===== src/rtl/qbc_pkg.sv =====
// Shared types, constants and node helpers for the quad-tree barrier combiner.
package qbc_pkg;

	localparam int SIDE       = 16;
	localparam int MAX_TASKS  = 8;
	localparam int LEVELS     = 5;
	localparam int NODE_COUNT = 341;
	localparam int ADDR_W     = 9;
	localparam int NODE_W     = 5;

	localparam logic [ADDR_W-1:0] OFS_L1 = 9'd256;
	localparam logic [ADDR_W-1:0] OFS_L2 = 9'd320;
	localparam logic [ADDR_W-1:0] OFS_L3 = 9'd336;
	localparam logic [ADDR_W-1:0] OFS_L4 = 9'd340;

	typedef enum logic [1:0] {
		CFG_MESH_WIDTH  = 2'd0,
		CFG_MESH_HEIGHT = 2'd1,
		CFG_TASKS       = 2'd2
	} cfg_reg_t;

	typedef struct packed {
		logic [3:0] arrive_x;
		logic [3:0] arrive_y;
	} in_word_t;

	typedef struct packed {
		logic [2:0] nodes_completed;
		logic       all_released;
		logic       root_sense;
		logic       bad_arrival;
	} out_word_t;

	// Effective configuration seen by the walker
	typedef struct packed {
		logic [4:0] w;
		logic [4:0] h;
		logic [3:0] leaf_ar;
		logic [2:0] top;
	} cfg_eff_t;

	// Packed node address: levels stored back to back, row-major inside a level
	function automatic logic [ADDR_W-1:0] node_addr(input logic [2:0] lv,
		input logic [3:0] x, input logic [3:0] y);
		logic [ADDR_W-1:0] a;
		begin
			case (lv)
				3'd0: a = {1'b0, y, x};
				3'd1: a = OFS_L1 + {3'b000, y[3:1], x[3:1]};
				3'd2: a = OFS_L2 + {5'b00000, y[3:2], x[3:2]};
				3'd3: a = OFS_L3 + {7'b0000000, y[3], x[3]};
				default: a = OFS_L4;
			endcase
			return a;
		end
	endfunction

	// Children of an inner node whose origin lies inside the mesh
	function automatic logic [3:0] inner_arity(input logic [2:0] lv,
		input logic [3:0] x, input logic [3:0] y,
		input logic [4:0] w, input logic [4:0] h);
		logic [4:0] half;
		logic [4:0] ox;
		logic [4:0] oy;
		logic [4:0] cx;
		logic [4:0] cy;
		logic [3:0] n;
		logic [3:0] mask;
		begin
			half = 5'd1 << (lv - 3'd1);
			mask = 4'hF << lv;
			ox   = {1'b0, x & mask};
			oy   = {1'b0, y & mask};
			n    = 4'd0;
			for (int i = 0; i < 4; i++) begin
				cx = ox + ((i % 2 == 1) ? half : 5'd0);
				cy = oy + ((i / 2 == 1) ? half : 5'd0);
				if (cx < w && cy < h) begin
					n = n + 4'd1;
				end
			end
			return n;
		end
	endfunction

endpackage


===== src/rtl/qbc_ram.sv =====
// Generic single-write, single-read RAM with registered read data.
module qbc_ram #(
	parameter int WIDTH = 8,
	parameter int DEPTH = 16
) (
	input  logic                     clk,
	input  logic                     we,
	input  logic [$clog2(DEPTH)-1:0] waddr,
	input  logic [WIDTH-1:0]         wdata,
	input  logic [$clog2(DEPTH)-1:0] raddr,
	output logic [WIDTH-1:0]         rdata
);

	logic [WIDTH-1:0] mem [DEPTH];

	always_ff @(posedge clk) begin
		if (we) begin
			mem[waddr] <= wdata;
		end
		rdata <= mem[raddr];
	end

endmodule


===== src/rtl/qbc_walker.sv =====
// Node-state sequencer: clears the node RAM, then climbs each arrival up the tree.
module qbc_walker (
	input  logic              clk,
	input  logic              arst_n,
	input  qbc_pkg::cfg_eff_t cfg,
	input  logic              in_valid,
	output logic              in_ready,
	input  qbc_pkg::in_word_t in_data,
	output logic              res_valid,
	input  logic              res_ready,
	output qbc_pkg::out_word_t res
);

	typedef enum logic [4:0] {
		S_CLEAR = 5'b00001,
		S_IDLE  = 5'b00010,
		S_STEP  = 5'b00100,
		S_ROOT  = 5'b01000,
		S_DONE  = 5'b10000
	} state_t;

	localparam logic [qbc_pkg::ADDR_W-1:0] CLR_LAST =
		qbc_pkg::ADDR_W'(qbc_pkg::NODE_COUNT - 1);

	state_t                       state_q;
	logic [qbc_pkg::ADDR_W-1:0]   clr_q;
	logic [3:0]                   x_q;
	logic [3:0]                   y_q;
	logic [2:0]                   lv_q;
	logic [2:0]                   done_q;
	logic                         rel_q;
	logic                         rs_q;
	logic                         bad_q;

	logic                         we;
	logic [qbc_pkg::ADDR_W-1:0]   waddr;
	logic [qbc_pkg::NODE_W-1:0]   wdata;
	logic [qbc_pkg::ADDR_W-1:0]   raddr;
	logic [qbc_pkg::NODE_W-1:0]   rdata;

	logic [3:0]                   ar;
	logic [4:0]                   cnt;
	logic                         hit;
	logic                         at_top;
	logic                         bad_in;
	logic [qbc_pkg::ADDR_W-1:0]   root_addr;

	qbc_ram #(
		.WIDTH (qbc_pkg::NODE_W),
		.DEPTH (qbc_pkg::NODE_COUNT)
	) u_node_ram (
		.clk   (clk),
		.we    (we),
		.waddr (waddr),
		.wdata (wdata),
		.raddr (raddr),
		.rdata (rdata)
	);

	always_comb begin
		root_addr = qbc_pkg::node_addr(cfg.top, 4'd0, 4'd0);
		bad_in    = ({1'b0, in_data.arrive_x} >= cfg.w) || ({1'b0, in_data.arrive_y} >= cfg.h);
		ar        = (lv_q == 3'd0) ? cfg.leaf_ar
		            : qbc_pkg::inner_arity(lv_q, x_q, y_q, cfg.w, cfg.h);
		cnt       = {1'b0, rdata[3:0]} + 5'd1;
		hit       = cnt >= {1'b0, ar};
		at_top    = lv_q == cfg.top;
		in_ready  = state_q == S_IDLE;
		res_valid = state_q == S_DONE;
		res.nodes_completed = done_q;
		res.all_released    = rel_q;
		res.root_sense      = rs_q;
		res.bad_arrival     = bad_q;

		we    = 1'b0;
		waddr = qbc_pkg::node_addr(lv_q, x_q, y_q);
		wdata = hit ? {~rdata[4], 4'd0} : {rdata[4], cnt[3:0]};
		raddr = root_addr;
		case (state_q)
			S_CLEAR: begin
				we    = 1'b1;
				waddr = clr_q;
				wdata = '0;
			end
			S_IDLE: begin
				raddr = bad_in ? root_addr
				        : qbc_pkg::node_addr(3'd0, in_data.arrive_x, in_data.arrive_y);
			end
			S_STEP: begin
				we = 1'b1;
				if (hit && !at_top) begin
					raddr = qbc_pkg::node_addr(lv_q + 3'd1, x_q, y_q);
				end
			end
			default: begin
			end
		endcase
	end

	always_ff @(posedge clk or negedge arst_n) begin
		if (!arst_n) begin
			state_q <= S_CLEAR;
			clr_q   <= '0;
		end else begin
			case (state_q)
				S_CLEAR: begin
					clr_q <= clr_q + 1'b1;
					if (clr_q == CLR_LAST) begin
						state_q <= S_IDLE;
					end
				end
				S_IDLE: begin
					if (in_valid) begin
						state_q <= bad_in ? S_ROOT : S_STEP;
					end
				end
				S_STEP: begin
					if (at_top || !hit) begin
						state_q <= (at_top) ? S_DONE : S_ROOT;
					end
				end
				S_ROOT: begin
					state_q <= S_DONE;
				end
				S_DONE: begin
					if (res_ready) begin
						state_q <= S_IDLE;
					end
				end
				default: begin
					state_q <= S_IDLE;
				end
			endcase
		end
	end

	// Walk payload: coordinates, level and the result under construction
	always_ff @(posedge clk) begin
		case (state_q)
			S_IDLE: begin
				x_q    <= in_data.arrive_x;
				y_q    <= in_data.arrive_y;
				bad_q  <= bad_in;
				lv_q   <= 3'd0;
				done_q <= 3'd0;
				rel_q  <= 1'b0;
			end
			S_STEP: begin
				if (hit) begin
					done_q <= done_q + 3'd1;
					lv_q   <= lv_q + 3'd1;
					if (at_top) begin
						rel_q <= 1'b1;
						rs_q  <= ~rdata[4];
					end
				end else if (at_top) begin
					rs_q <= rdata[4];
				end
			end
			S_ROOT: begin
				rs_q <= rdata[4];
			end
			default: begin
			end
		endcase
	end

endmodule


===== src/rtl/quadtree_barrier_combiner_core.sv =====
// Top level of the quad-tree barrier combiner: config registers, walker, output register.
//
//  channel | signals                                  | word
//  --------+------------------------------------------+--------------------------------
//  cfg     | cfg_valid, cfg_ready, cfg_index, cfg_data| register index + 5-bit value
//  in      | in_valid, in_ready, in_data              | arrive_x, arrive_y
//  out     | out_valid, out_ready, out_data           | nodes_completed, all_released,
//          |                                          | root_sense, bad_arrival
//
// One arrival is accepted in S_IDLE, then gets one read-modify-write step per tree level
// climbed (up to five), one extra root read when the arrival stops below the root or is
// out of mesh, and a handoff in S_DONE that waits until the output register can load.
// After reset a clearing pass writes all 341 node entries, one per cycle; in_ready stays
// low for the whole pass while configuration writes are still taken.
// A stalled out channel holds its word in the output register; the walker takes the next
// arrival meanwhile and waits only if its own result is ready before the register frees.
module quadtree_barrier_combiner_core (
	input  logic               clk,
	input  logic               arst_n,
	input  logic               cfg_valid,
	output logic               cfg_ready,
	input  logic [1:0]         cfg_index,
	input  logic [4:0]         cfg_data,
	input  logic               in_valid,
	output logic               in_ready,
	input  qbc_pkg::in_word_t  in_data,
	output logic               out_valid,
	input  logic               out_ready,
	output qbc_pkg::out_word_t out_data
);

	logic [4:0]         mesh_width_q;
	logic [4:0]         mesh_height_q;
	logic [3:0]         tasks_q;
	qbc_pkg::cfg_eff_t  cfg_eff;
	logic [4:0]         side_max;

	logic               res_valid;
	logic               res_ready;
	qbc_pkg::out_word_t res;
	logic               out_valid_q;
	qbc_pkg::out_word_t out_data_q;

	// Configuration port never stalls
	assign cfg_ready = 1'b1;

	always_ff @(posedge clk or negedge arst_n) begin
		if (!arst_n) begin
			mesh_width_q  <= 5'd16;
			mesh_height_q <= 5'd16;
			tasks_q       <= 4'd1;
		end else if (cfg_valid) begin
			case (cfg_index)
				qbc_pkg::CFG_MESH_WIDTH:  mesh_width_q  <= cfg_data;
				qbc_pkg::CFG_MESH_HEIGHT: mesh_height_q <= cfg_data;
				qbc_pkg::CFG_TASKS:       tasks_q       <= cfg_data[3:0];
				default: begin
				end
			endcase
		end
	end

	// Clamp sides and leaf arity, derive the root level from the larger side
	always_comb begin
		cfg_eff.w = (mesh_width_q > 5'(qbc_pkg::SIDE)) ? 5'(qbc_pkg::SIDE) : mesh_width_q;
		cfg_eff.h = (mesh_height_q > 5'(qbc_pkg::SIDE)) ? 5'(qbc_pkg::SIDE) : mesh_height_q;
		if (tasks_q == 4'd0) begin
			cfg_eff.leaf_ar = 4'd1;
		end else if (tasks_q > 4'(qbc_pkg::MAX_TASKS)) begin
			cfg_eff.leaf_ar = 4'(qbc_pkg::MAX_TASKS);
		end else begin
			cfg_eff.leaf_ar = tasks_q;
		end
		side_max = (cfg_eff.w > cfg_eff.h) ? cfg_eff.w : cfg_eff.h;
		if (side_max <= 5'd1) begin
			cfg_eff.top = 3'd0;
		end else if (side_max <= 5'd2) begin
			cfg_eff.top = 3'd1;
		end else if (side_max <= 5'd4) begin
			cfg_eff.top = 3'd2;
		end else if (side_max <= 5'd8) begin
			cfg_eff.top = 3'd3;
		end else begin
			cfg_eff.top = 3'd4;
		end
	end

	qbc_walker u_walker (
		.clk       (clk),
		.arst_n    (arst_n),
		.cfg       (cfg_eff),
		.in_valid  (in_valid),
		.in_ready  (in_ready),
		.in_data   (in_data),
		.res_valid (res_valid),
		.res_ready (res_ready),
		.res       (res)
	);

	// Output register: load when empty or draining this cycle
	assign res_ready = !out_valid_q || out_ready;

	always_ff @(posedge clk or negedge arst_n) begin
		if (!arst_n) begin
			out_valid_q <= 1'b0;
		end else if (res_ready) begin
			out_valid_q <= res_valid;
		end
	end

	always_ff @(posedge clk) begin
		if (res_valid && res_ready) begin
			out_data_q <= res;
		end
	end

	assign out_valid = out_valid_q;
	assign out_data  = out_data_q;

endmodule


===== config.mk =====
export PLATFORM = sky130hd
export DESIGN_NAME = quadtree_barrier_combiner_core
export DESIGN_NICKNAME = d
export VERILOG_FILES = /design/src/rtl/qbc_pkg.sv /design/src/rtl/qbc_ram.sv /design/src/rtl/qbc_walker.sv /design/src/rtl/quadtree_barrier_combiner_core.sv
export SDC_FILE = /design/constraint.sdc
export NUM_CORES = 2
export LEC_CHECK = 0
export BUFFER_PORTS_ARGS = -buffer_cell sky130_fd_sc_hd__buf_4
export CORE_MARGIN = 1.5
export CORE_UTILIZATION = 50
export DETAILED_ROUTE_END_ITERATION = 10
export PLACE_DENSITY = 0.65
export SLEW_MARGIN = 20
export SYNTH_ARGS = -nofsm -noshare
export SYNTH_HDL_FRONTEND = slang
export SYNTH_SLANG_ARGS = --single-unit

===== constraint.sdc =====
create_clock -name clk -period 23.2 [get_ports clk]
set_input_delay 2.32 -clock clk [delete_from_list [all_inputs] [get_ports clk]]
set_output_delay 2.32 -clock clk [all_outputs]
set_load 0.01 [all_outputs]

==> impl_metrics.toml <==
[outcome]
run_status = "completed"

[floorplanning]
fp.coreArea_um2 = 147500
pin_count = 29
fp.dieW_um = 388.2
rows = 141
dieHeight_um = 388.2
start_util_pct = 50.30
design.die.area_um2 = 150700

[timing]
finalSetupViolCount = 0
fin_crit_ns = 11.72
setup_tns_ns = 0
relSlewSlack_pct = 3.293
hold_ws_ns = 0.4343
finClkSkew_ns = 0.02845
hold_viol = 0
timing.fmax_mhz = 85.30
drv_slew = 0
rsz0062_at_grt = "no"
tightest_slew_ns = 1.451
min_period_over_period_pct = 50.53

[setup_path]
worstRegToRegCells = 38
r2r_setup_slack_ns = 11.48
cp_max_fo = 65
critical_path_buf_inv_count = 6
cp.arrival_ns = 12.45
cp.required_ns = 23.92
crit_family = "compound AO/OA/AOI/OAI gates"
cp_slowest_stage_delay_ns = 0.80
crit_path_top_delay_cell = "buf_4"
r2r_start = "u_walker.lv_q[0]$_SDFFCE_PN0P_"
start_kind = "flop"
cp-end-kind = "flop"
r2r_end = "u_walker.u_node_ram.rdata[2]$_DFF_P_"
crit_top_cell = "ha_1"
crit_type = "flop to flop"

[placement]
numPlacedInstances = 7387
io_buffers = 27
place_hpwl_um = 134200
postPlaceCellArea_um2 = 76100
gp_congestion = 0.9219

[final_layout]
areaGrowthSynthToFinish_pct = 10.03
finalInstanceArea_um2 = 81630
nets = 5707
fillers = 11870
final_cell_mix = "1728 x edfxtp_1, 1307 x nand2_1, 498 x nand3_1"
fin_cells = 7707
final_common_cell = "edfxtp_1"
drive_above_1_share_pct = 8.537

[route]
post-route-drc-count = 0
antenna_left = 0
drt-initial-drc-count = 7665
vias = 49510
drtPass1Iterations = 6
wl_um = 228900
via_per_inst = 6.425
routedWlPerCell_um = 29.70

[clock_tree]
post_cts_buffers = 0
cts_resized = 0
clock_latency_ns = 0.84
cts_hold_buf = 0
numCtsBuffers = 174
cts_root_buf = "clkbuf_16"
cts_tree = "built"
clk_path_buf_depth = 3
cts_htree_levels = 4
clkTransAtPathRegs_ns = 0.06
cts_sinks = 1762

[global_routing]
grt_pass1_wl_um = 329900
grt_pass1_vias = 46310
grt_antenna_before_repair = 10
grt_overflow = 0
grt_usage_pct = 29.99
grt_max_degree = 205

[synth]
ys_seq_area_share_pct = 71.06
synthesis.area_um2 = 74190
synth_top_area_share_pct = 69.94
synth_edf_count = 1728
ys_seq_elements = 1762
syn_avg_cell_area_um2 = 13.03
synth_ff_type = "edfxtp_1"
yosys.area.top_type = "edfxtp_1"
synth_fp_nets = 5768
async_reset_ff_share_pct = 1.646
yosys-top-cells-area = "edfxtp_1 70%, nand2_1 6.6%, nand3_1 3.5%, mux2i_1 2.4%, nor2_1 2.2%"
yosys_warnings = 0
synth.distinct_cells = 94
netlist_instances = 5694

[min_path]
min_path_type = "flop to flop"
min_from = "u_walker.rel_q$_DFFE_PP_"
worstHoldPathCells = 0
hold_end = "out_data[2]$_DFFE_PP_"

[run]
cap_violations = 0
cells in the mapped netlist, drive strengths merged, types with 10 or more instances:
| master | number |
|---|---|
| a22oi | 30 |
| and2 | 14 |
| buf | 230 |
| inv | 71 |
| mux2i | 181 |
| mux4 | 30 |
| a32oi | 30 |
| xnor2 | 19 |
| a2111oi | 17 |
| nand2 | 1310 |
| o211ai | 24 |
| nor4 | 10 |
| nor3 | 30 |
| o2111ai | 16 |
| ha | 54 |
| nand4 | 27 |
| a21o | 10 |
| o22ai | 10 |
| a32o | 12 |
| o311ai | 21 |
| nand2b | 18 |
| xor2 | 10 |
| nand3 | 515 |
| a311oi | 73 |
| a31oi | 59 |
| a221oi | 19 |
| edfxtp | 1728 |
| mux2 | 18 |
| a211oi | 92 |
| dfrtp | 25 |
| nor2 | 428 |
| clkbuf | 141 |
| a21oi | 163 |
| o21ai | 52 |
| and3 | 56 |
area by class of cell:
type / instances / area [um^2] / area share, %
multi-input combinational: 3485 / 19560 / 23.97
clock buffer: 219 / 4618 / 5.658
inverter: 76 / 285.3 / 0.3495
sequential: 1762 / 52720 / 64.59
antenna: 2 / 5.005 / 0.006131
clock inverter: 99 / 902.1 / 1.105
tap: 1930 / 2415 / 2.958
timing repair buffer: 134 / 1116 / 1.367
flip-flops by register name, indices dropped and copies added, names as in the netlist:
register,flops
mesh_width_q,5
u_walker.y_q,4
u_walker.lv_q,3
u_walker.clr_q,9
tasks_q,4
u_walker.done_q,3
u_walker.x_q,4
u_walker.rs_q,1
u_walker.u_node_ram.rdata,5
u_walker.rel_q,1
out_valid,1
u_walker.state_q,5
out_data,6
u_walker.u_node_ram.mem,1705
u_walker.bad_q,1
mesh_height_q,5
layer usage:
layer	wire [um]	GRT usage, %
met5	77	0
met4	10730	12.91
met3	27160	7.171
met2	101500	44.56
met1	89410	42.32
worst max-delay path by stage:
stage / start / end / slack, ns / cells past startpoint
after global routing: u_walker.lv_q[0]$_SDFFCE_PN0P_ / u_walker.u_node_ram.rdata[2]$_DFF_P_ / 10.82 / 38
after global placement: u_walker.lv_q[0]$_SDFFCE_PN0P_ / u_walker.u_node_ram.rdata[2]$_DFF_P_ / 11.63 / 38
final: u_walker.lv_q[0]$_SDFFCE_PN0P_ / u_walker.u_node_ram.rdata[2]$_DFF_P_ / 11.48 / 38
after detailed placement: u_walker.lv_q[0]$_SDFFCE_PN0P_ / u_walker.u_node_ram.rdata[2]$_DFF_P_ / 11.79 / 38
after CTS: u_walker.lv_q[0]$_SDFFCE_PN0P_ / u_walker.u_node_ram.rdata[2]$_DFF_P_ / 11.73 / 38
after floorplan: u_walker.lv_q[0]$_SDFFCE_PN0P_ / u_walker.u_node_ram.mem[0][0]$_DFFE_PP_ / 2.70 / 28
through the flow:
step,setup WS (ns),util (%)
2_1_floorplan,2.701,-
3_3_place_gp,11.63,51.59
3_5_place_dp,11.79,51.60
4_1_cts,11.73,55.34
5_1_grt,10.82,55.34
6_report,11.48,55.34
cell families after synthesis:
family | Yosys count | share of synthesized area [%]
flops | 1762 | 71.06
fa+ha+maj | 55 | 0.9242
simple gates | 2443 | 13.89
mux | 229 | 3.626
other cells | 1 | 0.005055
xor+xnor | 29 | 0.3424
buf+inv | 447 | 2.997
compound gates | 728 | 7.148
Power is left out: the tool's default activity adds up to more than one toggle a clock period on the data nets, which glitch-free logic cannot reach.
